`src/hw/rtl/ptenc_pkg.sv`:
```
`timescale 1ns / 1ps
`default_nettype none

package ptenc_pkg;

  // Fixed field widths
  localparam int WORD_W = 64;
  localparam int CFG_W  = 4;
  localparam int CNT_W  = 4;

  // Block size limits, in log2 of bits
  localparam logic [CFG_W-1:0] LOG2_MIN   = 4'd3;
  localparam logic [CFG_W-1:0] LOG2_WORD  = 4'd6;
  localparam logic [CFG_W-1:0] LOG2_RESET = 4'd10;

  // Masks selecting the low half of each butterfly span inside a word
  localparam logic [WORD_W-1:0] HALF_MASK [6] = '{
    64'h5555_5555_5555_5555, 64'h3333_3333_3333_3333,
    64'h0F0F_0F0F_0F0F_0F0F, 64'h00FF_00FF_00FF_00FF,
    64'h0000_FFFF_0000_FFFF, 64'h0000_0000_FFFF_FFFF
  };

  // Sequencer states
  typedef enum logic [2:0] {
    ST_LOAD,
    ST_XR_A,
    ST_XR_B,
    ST_XR_C,
    ST_EMIT_RD,
    ST_EMIT_CAP
  } ptenc_state_t;

  // All six in-word butterfly stages: bit q becomes XOR of bits j subset of q
  function automatic logic [WORD_W-1:0] subset_xor64(input logic [WORD_W-1:0] v);
    logic [WORD_W-1:0] w;
    w = v;
    for (int s = 0; s < 6; s++) begin
      w = w ^ ((w & HALF_MASK[s]) << (1 << s));
    end
    return w;
  endfunction

  // Full bit reversal of a word
  function automatic logic [WORD_W-1:0] rev64(input logic [WORD_W-1:0] v);
    logic [WORD_W-1:0] r;
    for (int i = 0; i < WORD_W; i++) begin
      r[i] = v[WORD_W-1-i];
    end
    return r;
  endfunction

endpackage

`default_nettype wire

```
`src/hw/rtl/ptenc_ram.sv`:
```
`timescale 1ns / 1ps
`default_nettype none

module ptenc_ram #(
  parameter int WIDTH = 64,
  parameter int DEPTH = 16,
  parameter int AW    = (DEPTH > 1) ? $clog2(DEPTH) : 1
) (
  input  wire logic             clk,
  input  wire logic             we,
  input  wire logic [AW-1:0]    waddr,
  input  wire logic [WIDTH-1:0] wdata,
  input  wire logic [AW-1:0]    raddr,
  output logic      [WIDTH-1:0] rdata
);

  logic [WIDTH-1:0] mem [DEPTH];

  // One write port, one registered read port
  always_ff @(posedge clk) begin
    if (we) begin
      mem[waddr] <= wdata;
    end
    rdata <= mem[raddr];
  end

endmodule

`default_nettype wire

```
`src/hw/rtl/polar_transform_encoder_core.sv`:
```
`timescale 1ns / 1ps
`default_nettype none

// Polar encoder (x = u * G_N on the bit-reversed input). Load N/64 words of u
// (one word for N below 64), one per cycle; the last beat starts the block. The
// in-word butterflies are applied as each word is written to the store; the
// stages across words then run on one shared 64-bit XOR unit over a single-read
// store: per word pair and stage, read partner (ST_XR_A), read word (ST_XR_B),
// write XOR (ST_XR_C). Coded words then leave one by one, last word flagged,
// each waiting for the output register to be free. Input is stalled
// from the last load beat until the last coded word is in the output register;
// that register frees the input side for the next block. A write to cfg_wr_en
// sets log2 N (3 to 10, clamped) and drops any partly loaded block. For N below
// 64 the coded bits sit in bits N-1:0 and the bits above are zero.

module polar_transform_encoder_core #(
  parameter int MAX_BITS = 1024
) (
  input  wire logic                           clk,
  input  wire logic                           rst_n,
  input  wire logic                           cfg_wr_en,
  input  wire logic [ptenc_pkg::CFG_W-1:0]    cfg_wr_data,
  input  wire logic                           in_valid,
  output logic                                in_stall,
  input  wire logic [ptenc_pkg::WORD_W-1:0]   in_data_word,
  output logic                                out_valid,
  input  wire logic                           out_stall,
  output logic      [ptenc_pkg::WORD_W-1:0]   out_coded_word,
  output logic                                out_last_word
);

  import ptenc_pkg::*;

  localparam int FLOOR_LOG2 = $clog2(MAX_BITS + 1) - 1;
  localparam int TOP_LOG2   = (FLOOR_LOG2 > 10) ? 10 : ((FLOOR_LOG2 < 3) ? 3 : FLOOR_LOG2);
  localparam int DEPTH      = (TOP_LOG2 > 6) ? (1 << (TOP_LOG2 - 6)) : 1;
  localparam int AW         = (DEPTH > 1) ? $clog2(DEPTH) : 1;
  localparam logic [CFG_W-1:0] TOP_N = CFG_W'(TOP_LOG2);

  ptenc_state_t state_r, state_nxt;

  logic [CFG_W-1:0]  log2_r, log2_nxt;
  logic [CNT_W-1:0]  load_cnt_r, load_cnt_nxt;
  logic [1:0]        stage_r, stage_nxt;
  logic [2:0]        pair_r, pair_nxt;
  logic [CNT_W-1:0]  emit_cnt_r, emit_cnt_nxt;
  logic [WORD_W-1:0] tmp_r, tmp_nxt;
  logic              out_valid_r, out_valid_nxt;
  logic [WORD_W-1:0] out_word_r, out_word_nxt;
  logic              out_last_r, out_last_nxt;

  logic [CFG_W-1:0]  n_eff;
  logic [4:0]        words_w;
  logic [CNT_W-1:0]  words_m1;
  logic              has_cross;
  logic              stage_last;
  logic              pair_last;
  logic [CNT_W-1:0]  low_mask;
  logic [CNT_W-1:0]  pair_dist;
  logic [CNT_W-1:0]  pair_idx;
  logic [CNT_W-1:0]  pair_hi;
  logic              in_beat;
  logic              load_done;
  logic              out_free;
  logic [WORD_W-1:0] rev_word;
  logic [WORD_W-1:0] emit_word;

  logic              ram_we;
  logic [CNT_W-1:0]  ram_waddr;
  logic [WORD_W-1:0] ram_wdata;
  logic [CNT_W-1:0]  ram_raddr;
  logic [WORD_W-1:0] ram_rdata;
  logic              cap;

  // Effective block size and derived counts
  always_comb begin
    if (log2_r < LOG2_MIN) begin
      n_eff = LOG2_MIN;
    end else if (log2_r > TOP_N) begin
      n_eff = TOP_N;
    end else begin
      n_eff = log2_r;
    end
    has_cross  = (n_eff > LOG2_WORD);
    words_w    = has_cross ? ((5'd1 << (n_eff - LOG2_WORD)) - 5'd1) : 5'd0;
    words_m1   = words_w[CNT_W-1:0];
    stage_last = ({2'b00, stage_r} == (n_eff - LOG2_WORD - 4'd1));
    pair_last  = (pair_r == words_m1[CNT_W-1:1]);
  end

  // Word pair addresses for the current cross-word stage
  always_comb begin
    pair_dist = CNT_W'(4'd1 << stage_r);
    low_mask  = pair_dist - 4'd1;
    pair_idx  = (({1'b0, pair_r} & ~low_mask) << 1) | pair_dist | ({1'b0, pair_r} & low_mask);
    pair_hi   = pair_idx ^ pair_dist;
  end

  assign in_beat   = in_valid && !in_stall;
  assign load_done = in_beat && (load_cnt_r == words_m1);
  assign out_free  = !out_valid_r || !out_stall;

  // Next state
  always_comb begin
    state_nxt = state_r;
    case (state_r)
      ST_LOAD: begin
        if (load_done) begin
          state_nxt = has_cross ? ST_XR_A : ST_EMIT_RD;
        end
      end
      ST_XR_A: state_nxt = ST_XR_B;
      ST_XR_B: state_nxt = ST_XR_C;
      ST_XR_C: begin
        if (pair_last && stage_last) begin
          state_nxt = ST_EMIT_RD;
        end else begin
          state_nxt = ST_XR_A;
        end
      end
      ST_EMIT_RD: begin
        if (out_free) begin
          state_nxt = ST_EMIT_CAP;
        end
      end
      ST_EMIT_CAP: begin
        state_nxt = (emit_cnt_r == words_m1) ? ST_LOAD : ST_EMIT_RD;
      end
      default: state_nxt = ST_LOAD;
    endcase
  end

  // Sequencer outputs: store port control and handshakes
  always_comb begin
    in_stall  = 1'b1;
    ram_we    = 1'b0;
    ram_waddr = load_cnt_r;
    ram_wdata = subset_xor64(in_data_word);
    ram_raddr = pair_hi;
    cap       = 1'b0;
    case (state_r)
      ST_LOAD: begin
        in_stall = 1'b0;
        ram_we   = in_beat;
      end
      ST_XR_A: ram_raddr = pair_hi;
      ST_XR_B: ram_raddr = pair_idx;
      ST_XR_C: begin
        ram_we    = 1'b1;
        ram_waddr = pair_idx;
        ram_wdata = ram_rdata ^ tmp_r;
      end
      ST_EMIT_RD:  ram_raddr = words_m1 - emit_cnt_r;
      ST_EMIT_CAP: cap = 1'b1;
      default: in_stall = 1'b1;
    endcase
  end

  // Reorder coded bits and align short blocks to bit 0
  always_comb begin
    rev_word = rev64(ram_rdata);
    case (n_eff)
      4'd3:    emit_word = rev_word >> 56;
      4'd4:    emit_word = rev_word >> 48;
      4'd5:    emit_word = rev_word >> 32;
      default: emit_word = rev_word;
    endcase
  end

  // Counters, partner word and output register
  always_comb begin
    log2_nxt      = log2_r;
    load_cnt_nxt  = load_cnt_r;
    stage_nxt     = stage_r;
    pair_nxt      = pair_r;
    emit_cnt_nxt  = emit_cnt_r;
    tmp_nxt       = tmp_r;
    out_valid_nxt = out_valid_r;
    out_word_nxt  = out_word_r;
    out_last_nxt  = out_last_r;

    if (in_beat) begin
      load_cnt_nxt = (load_cnt_r == words_m1) ? '0 : load_cnt_r + 4'd1;
    end
    if (cfg_wr_en) begin
      log2_nxt     = cfg_wr_data;
      load_cnt_nxt = '0;
    end

    if (state_r == ST_XR_B) begin
      tmp_nxt = ram_rdata;
    end
    if (state_r == ST_XR_C) begin
      if (pair_last) begin
        pair_nxt  = '0;
        stage_nxt = stage_last ? 2'd0 : stage_r + 2'd1;
      end else begin
        pair_nxt = pair_r + 3'd1;
      end
    end

    if (out_valid_r && !out_stall) begin
      out_valid_nxt = 1'b0;
    end
    if (cap) begin
      out_valid_nxt = 1'b1;
      out_word_nxt  = emit_word;
      out_last_nxt  = (emit_cnt_r == words_m1);
      emit_cnt_nxt  = (emit_cnt_r == words_m1) ? '0 : emit_cnt_r + 4'd1;
    end
  end

  always_ff @(posedge clk) begin
    if (!rst_n) begin
      state_r     <= ST_LOAD;
      log2_r      <= LOG2_RESET;
      load_cnt_r  <= '0;
      stage_r     <= '0;
      pair_r      <= '0;
      emit_cnt_r  <= '0;
      out_valid_r <= 1'b0;
    end else begin
      state_r     <= state_nxt;
      log2_r      <= log2_nxt;
      load_cnt_r  <= load_cnt_nxt;
      stage_r     <= stage_nxt;
      pair_r      <= pair_nxt;
      emit_cnt_r  <= emit_cnt_nxt;
      out_valid_r <= out_valid_nxt;
    end
  end

  // Payload registers
  always_ff @(posedge clk) begin
    tmp_r      <= tmp_nxt;
    out_word_r <= out_word_nxt;
    out_last_r <= out_last_nxt;
  end

  // Word store
  ptenc_ram #(
    .WIDTH (WORD_W),
    .DEPTH (DEPTH),
    .AW    (AW)
  ) u_store (
    .clk   (clk),
    .we    (ram_we),
    .waddr (ram_waddr[AW-1:0]),
    .wdata (ram_wdata),
    .raddr (ram_raddr[AW-1:0]),
    .rdata (ram_rdata)
  );

  assign out_valid      = out_valid_r;
  assign out_coded_word = out_word_r;
  assign out_last_word  = out_last_r;

endmodule

`default_nettype wire

```
`config.mk`:
```
export PLATFORM = sky130hd
export DESIGN_NAME = polar_transform_encoder_core
export DESIGN_NICKNAME = d
export VERILOG_FILES = /design/src/hw/rtl/ptenc_pkg.sv /design/src/hw/rtl/ptenc_ram.sv /design/src/hw/rtl/polar_transform_encoder_core.sv
export SDC_FILE = /design/constraint.sdc
export NUM_CORES = 1
export LEC_CHECK = 0
export ABC_AREA = 1
export BUFFER_PORTS_ARGS = -buffer_cell sky130_fd_sc_hd__buf_2
export CAP_MARGIN = 25
export CORE_ASPECT_RATIO = 0.7
export CORE_UTILIZATION = 30
export CTS_CLUSTER_DIAMETER = 30
export CTS_CLUSTER_SIZE = 20
export DETAILED_ROUTE_END_ITERATION = 10
export PLACE_DENSITY_LB_ADDON = 0.25
export RECOVER_POWER = 25
export SYNTH_ARGS = -nofsm -noshare
export SYNTH_HDL_FRONTEND = slang
export SYNTH_SLANG_ARGS = --single-unit
```
`constraint.sdc`:
```
create_clock -name clk -period 4.7 [get_ports clk]
set_input_delay 0.94 -clock clk [delete_from_list [all_inputs] [get_ports clk]]
set_output_delay 0.94 -clock clk [all_outputs]
set_load 0.05 [all_outputs]
```
==> summary.md, run 1 <==
| Metric | Value |
|---|---|
| Critical Path Sink Type | `flip-flop` |
| Maximum VDD drop | `approximately 0.00034 V` |
| Switching power total | `10400 uW` |
| Global-route wire length before repair | `roughly 240000 um` |
| Critical Path Fanout Max | `roughly 200` |
| IO Pins | `140` |
| Largest stage delay, worst path | `approximately 580 ps` |
| Largest net degree at the start of global routing | `approximately 200` |
| Worst setup SP type | `flip-flop` |
| Initial DRC Count | `between 3k and 4k` |
| Top-area cell type share of the netlist area | `about two thirds` |
| Root Buffer | `clkbuf_16` |
| # nets final | `4249` |
| Die height | `~350 um` |
| Yosys cell types | `48` |
| Slowest cell on crit path | `or2_2` |
| Crit. path cell count | `18` |
| Max_cap viols | `4` |
| Post-synthesis sequential area ratio | `roughly 70%` |
| Unrepaired setup endpoints after global routing | `no` |
| H-tree Lvls | `4` |
| DP Wirelength | `between 90000 and 100000 um` |
| Crit-path cells | `nand2_1 -> nand2_1 -> a21oi_1 -> ha_1 -> inv_1 -> nand3_2 -> inv_1 -> nand3_1 -> nand2_1 -> ha_1 -> o211ai_1 -> nand2_8 -> buf_12 -> or2_2 -> o211ai_1 -> nand3_1 -> nand3_1 -> nand2_1` |
| Internal cell power | `~26000 uW` |
| F_max | `219 MHz` |
| # hold bufs at CTS | `0` |
| Layout Skew | `between 30 and 40 ps` |
| Yosys warns | `0` |
| Hold/Removal Path Class | `in2reg` |
| Top post-synthesis cells by count | `edfxtp_1 (1153), o211ai_1 (514), nand2_1 (298), nand3_1 (282), or2_1 (242)` |
| Final Hold Viols | `0` |
| Number of synthesized flops with an enable pin | `between 1k and 1.5k` |
| Most frequent cell after synthesis | `edfxtp_1` |
| CTS max path bufs | `3` |
| Leakage | `between 0.02 and 0.025 uW` |
| Sequential share of power | `40.3%` |
| Total GRT Usage | `between 10% and 20%` |
| Post-place setup slack | `about 460 ps` |
| Fin crit period | `4560 ps` |
| Row cnt | `around 130` |
| Worst skew pair latency | `slightly above 800 ps` |
| Worst Tran Pin Value | `about 2000 ps` |
| Ys async rst share | `0%` |
| DRC viols | `0` |
| Syn Area/Cell | `roughly 13 um2` |
| Final core occ | `a little under two fifths` |
| Final WL | `roughly 170000 um` |
| Cts bufs inserted | `approximately 220` |
| Total power | `about 36000 uW` |
| Worst setup margin | `about 140 ps` |
| Initial antenna violation count | `2` |
| Top delay family on crit path | `simple AND/OR/NAND/NOR gates` |
| Clock sinks | `~1.2k` |
| Setup TNS | `0 ps` |
| Mapped Nets | `3932` |
| Arrival @ worst endpoint | `5270 ps` |
| FF+latch count, synth | `between 1k and 1.5k` |
| Postcts setup bufs | `0` |
| Final setup viols | `0` |
| Initial DRT Pass Iterations | `7` |
| Filler instances | `between 15k and 20k` |
| Layout cells sized above 1 | `between 15 and 20%` |
| R2R Path Start | `log2_r[1]` |
| Layout area overhead | `23.5%` |
| CORE AREA | `approximately 170000 um2` |
| Setup CP Type | `reg2reg` |
| Crit path to | `u_store.rdata[24]` |
| Clock power share | `between 40% and 50%` |
| Switching share of power | `28.6%` |
| R2R cell count | `18` |
| Run status | `complete, but fails checks` |
| TritonCTS clock tree | `built` |
| Top_reg_cell synth | `edfxtp_1` |
| Placer congestion estimate | `about 0.84` |
| PwrDens | `approximately 570 nW/um2` |
| Worst-path clk slew | `~50 ps` |
| Comb pwr share | `approximately 16%` |
| Worst relative slew slack | `-35.3%` |
| Failing checks | `max-capacitance violations, max-slew violations` |
| DR vias | `roughly 33k` |
| Crit Reg-Reg Endpoint | `u_store.rdata[24]` |
| Routed len/inst | `25.1 um` |
| Buf+Inv Stages, Crit Path | `3` |
| Post-synth top area cell | `edfxtp_1` |
| WP data required | `around 5400 ps` |
| Die area | `approximately 170000 um2` |
| Top post-synthesis cells by area | `edfxtp_1 (67%), o211ai_1 (7.5%), dfxtp_1 (3.3%)` |
| Total global routing overflow | `0` |
| Synthesized area | `51700 um2` |
| Tcrit/Tclk final | `between 90% and 100%` |
| CP Launch Point | `log2_r[1]` |
| Synthesized instance count | `3840` |
| Reg-to-reg setup timing slack | `about 140 ps` |
| Vias in the first global route | `32.0k` |
| Max-slew violations | `roughly 160` |
| DR vias/cell | `5.04` |
| # port buffers | `139` |
| Cts repair resizes | `0` |
| Routed Antenna Nets | `0` |
| Chip width | `498 um` |
| Crit-path most repeated cell | `nand2_1` |
| Ant. Diodes | `0` |
| Starting Density | `between 30% and 40%` |
cell families (layout without fill, tap and decap cells):
group,count (synthesis),after routing,synth area share (%)
compound gates,786,786,10.2
flops,1238,1238,70.2
buf+inv,344,850,2.98
xor+xnor,252,252,4.64
simple gates,1201,1201,11.4
fa+ha+maj,19,19,0.474
worst min-delay path, delay by kind of cell:
family,cells,cell delay [ps]
compound gates,2,110
buf+inv,1,70
area by class of cell:
type | instances | area [um2] | area share [%]
repair buffers | 341 | 2750 | 4.31
multi-input cells | 2258 | 14000 | 21.9
clock buffers | 255 | 5720 | 8.95
well taps | 2257 | 2820 | 4.42
clock inverters | 151 | 1820 | 2.85
flip-flops and latches | 1238 | 36300 | 56.9
inverters | 103 | 410 | 0.643
registers in the layout (all words and copies together) (netlist names):
register / count
u_store.rdata: 64
log2_r: 4
stage_r: 2
out_coded_word: 64
state_r: 3
u_store.mem: 1024
emit_cnt_r: 4
tmp_r: 64
load_cnt_r: 4
pair_r: 3
out_valid: 1
out_last_word: 1
worst min path at each step:
stage	from	cells after the start	slack [ps]	to
after floorplan	log2_r[0]	2	440	log2_r[0]
after global placement	u_store.rdata[7]	0	470	tmp_r[7]
after detailed placement	u_store.rdata[60]	0	480	tmp_r[60]
after CTS	cfg_wr_data[1]	3	300	log2_r[1]
after global routing	cfg_wr_data[3]	3	360	log2_r[3]
final	cfg_wr_data[1]	3	350	log2_r[1]
layout by cell type, fill, tap and decap left out, types with 28 or more instances in the layout:
cell,count
buf_12,55
buf_2,105
buf_4,118
clkbuf_1,87
clkbuf_16,219
clkinv_2,30
clkinv_4,28
dfxtp_1,85
edfxtp_1,1153
inv_1,93
nand2_1,297
nand3_1,282
nor2_1,191
o211ai_1,514
o21ai_0,196
or2_0,113
or2_1,242
or2_2,33
xnor2_1,137
xor2_1,97
power by group through the flow:
stage	sequential, uW	clock [uW]	combinational (uW)
after global placement	14800	0	5730
after CTS	14600	16200	5800
final	14600	16000	5730
after floorplan	14500	0	3090
after detailed placement	14800	0	5780
after global routing	14700	16700	6170
per-layer routing:
layer / GRT usage, % / vias to the layer above / routed length, um
li1: - / 15000 / -
met1: 26.6 / 17000 / 76600
met2: 28.9 / 1074 / 75200
met3: 2.68 / 215 / 8790
met4: 6.80 / 0 / 5180
met5: 0 / - / 0
through the flow:
step / hold WS (ps) / instances / area (um2)
floorplan: 442 / 3840 / 51700
finish: 354 / 6603 / 63900
CTS: 301 / 6601 / 64000
global placement: 470 / 6195 / 56500
global route: 360 / 6603 / 63900
detailed placement: 476 / 6195 / 56500
No activity file was read; power rests on OpenSTA's default activity.
==> inputs of run 2 (changes only) <==
BUFFER_PORTS_ARGS = -buffer_cell sky130_fd_sc_hd__buf_4   (was -buffer_cell sky130_fd_sc_hd__buf_2)
==> summary.md, run 2 (synthesis results as in run 1) <==
| Metric | Value |
|---|---|
| Cts bufs inserted | `214 (-0.47%)` |
| Fin crit period | `4330 ps (-223 ps)` |
| Max reg flops | `1024 (unchanged)` |
| Uppermost layer routed | `met4` |
| Initial DRC Count | `3266 (-0.70%)` |
| DRC viols | `0 (unchanged)` |
| Layout area overhead | `23.0%` |
| Maximum VDD drop | `0.000409 V (+21%)` |
| Worst-path clk slew | `50 ps (about the same)` |
| Final Hold Viols | `0 (unchanged)` |
| Crit-path most repeated cell | `clkbuf_1` |
| Clock sinks | `1238 (unchanged)` |
| Reg with most FFs | `u_store.mem` |
| Tcrit/Tclk final | `92.2% (-4.7 points)` |
| Final cell count without fillers | `6592 (-0.17%)` |
| IO Pins | `140 (unchanged)` |
| Failing checks | `max-capacitance violations, max-slew violations` |
| # port buffers | `139 (unchanged)` |
| Leakage | `0.0204 uW (-1.1%)` |
| F_max | `231 MHz (+5.1%)` |
| Vias in the first global route | `31.9k (-0.20%)` |
| CORE AREA | `171000 um2 (unchanged)` |
| Worst skew pair latency | `820 ps (about the same)` |
| Run status | `complete, but fails checks` |
| Routed len/inst | `25.3 um (+0.83%)` |
| Layout Skew | `39.8 ps (+4.25 ps)` |
| Setup CP Type | `in2reg` |
| Final WL | `167000 um (+0.66%)` |
| Met2 wire len | `75300 um (about the same)` |
| Met1 WL | `76800 um (+0.27%)` |
| DR vias | `33.1k (-0.60%)` |
| Crit-path cells | `clkbuf_1 -> xor2_1 -> clkbuf_1 -> xnor2_1 -> clkbuf_1 -> xor2_1 -> clkbuf_1 -> xnor2_1 -> clkbuf_1 -> o21ai_0 -> clkbuf_1` |
| Arrival @ worst endpoint | `4850 ps (-420 ps)` |
| Total global routing overflow | `0 (unchanged)` |
| Starting Density | `30.2% (unchanged)` |
| # hold bufs at CTS | `0 (unchanged)` |
| H-tree Lvls | `4 (unchanged)` |
| # placed instances | `6179 (-0.26%)` |
| Worst setup SP type | `primary input` |
| Slowest cell on crit path | `clkbuf_1` |
| Total power | `36200 uW (-0.56%)` |
| Die height | `349 um (unchanged)` |
| DP Wirelength | `95200 um (-0.95%)` |
| TritonCTS clock tree | `built` |
| Unrepaired setup endpoints after global routing | `no` |
| Largest stage delay, worst path | `640 ps (+60 ps)` |
| Layout cells sized above 1 | `15.5% (-1.6 points)` |
| Commonest non-fill, non-tap cell in the layout | `edfxtp_1` |
| PwrDens | `568 nW/um2 (-0.17%)` |
| Routed Antenna Nets | `0 (unchanged)` |
| DR vias/cell | `5.02 (-0.43%)` |
| WP data required | `5210 ps (-210 ps)` |
| Min-Delay Startpoint | `cfg_wr_data[1]` |
| Total GRT Usage | `18.7% (+0.028 points)` |
| Global-route wire length before repair | `236000 um (about the same)` |
| Setup TNS | `0 ps (unchanged)` |
| R2R Path Start | `state_r[0]` |
| Row cnt | `127 (unchanged)` |
| Max_cap viols | `4 (unchanged)` |
| CTS max path bufs | `3 (unchanged)` |
| Initial antenna violation count | `3 (+1)` |
| Root Buffer | `clkbuf_16` |
| Worst Tran Pin Value | `1880 ps (-139 ps)` |
| Metal3 WL | `9980 um (+13%)` |
| # nets final | `4233 (-0.38%)` |
| Initial DRT Pass Iterations | `6 (-1)` |
| Hold/Removal Path Class | `in2reg` |
| Most frequent cells in the layout | `edfxtp_1 (1153), o211ai_1 (514), nand2_1 (298)` |
| Placer congestion estimate | `0.804 (-4.4%)` |
| Final setup viols | `0 (unchanged)` |
| Max-slew violations | `151 (-3.2%)` |
| Chip width | `498 um (unchanged)` |
| Largest net degree at the start of global routing | `218 (+10%)` |
| Worst relative slew slack | `-25.6% (+9.7 points)` |
| Die area | `174000 um2 (unchanged)` |
| CP Launch Point | `in_data_word[0]` |
| Critical Path Fanout Max | `16 (-92%)` |
| Critical Path Sink Type | `flip-flop` |
-- run 2: cell types whose count changed in the layout (fill, tap and decap cells not counted), moves of 7 or more --
cell      before  now
buf_12        55   35
buf_2        105    0
buf_4        118  179
clkbuf_1      87  130
clkinv_1       9   19
clkinv_4      28   21
-- run 2: repair_timing --
item                       in CTS  in global routing
setup endpoints to repair       0                  9
buffers inserted                0                  1
gates resized for setup         0                  4
-- run 2: report_power, final --
group / internal [uW] / total [uW] / leakage, uW / switching, uW
clock: 10200 / 16000 / 0.00361 / 5790
sequential: 14000 / 14600 / 0.0111 / 590
combinational: 1590 / 5550 / 0.00567 / 3960
total: 25800 / 36200 / 0.0204 / 10300
-- run 2: path summary, 6_finish.rpt --
path	end	depth (start not counted)	slack, ps
worst max-delay path	u_store.mem[15][54]	11	370
worst max register to register	u_store.rdata[61]	12	430
worst min register to register	tmp_r[30]	0	480
worst min-delay path	log2_r[1]	3	340
-- run 2: layout make-up --
class / count / area [um2]
clock inverter: 151 / 1840
timing repair buffer: 325 / 2540
timing repair inverter: 1 / 8.76
multi-input combinational: 2258 / 14000
fill: 16400 / 108000
clock buffer: 258 / 5700
antenna: 1 / 2.50
sequential: 1238 / 36300
inverter: 103 / 415
tap: 2257 / 2820
-- run 2: critical path: cells and delay by family --
kind                   cells  cell delay (ps)
buffers and inverters      6             2790
XOR/XNOR                   4              920
AO/OA/AOI/OAI              1              190
-- run 2: metrics by stage --
stage                     setup slack, ps  util (%)  hold slack, ps  cell area (um2)
after floorplan                      4.50         -             442            51700
after global placement                478      33.0             461            56500
after detailed placement              451      33.0             468            56500
after CTS                             391      37.4             291            64000
after global routing                 22.6      37.1             348            63600
final                                 367      37.1             345            63600
-- run 2: per-layer routing --
layer / vias to the layer above / global-route usage (%)
met3: 238 / 2.71
met2: 1118 / 29.0
met5: - / 0
li1: 14900 / -
met1: 16800 / 26.7
met4: 0 / 6.43
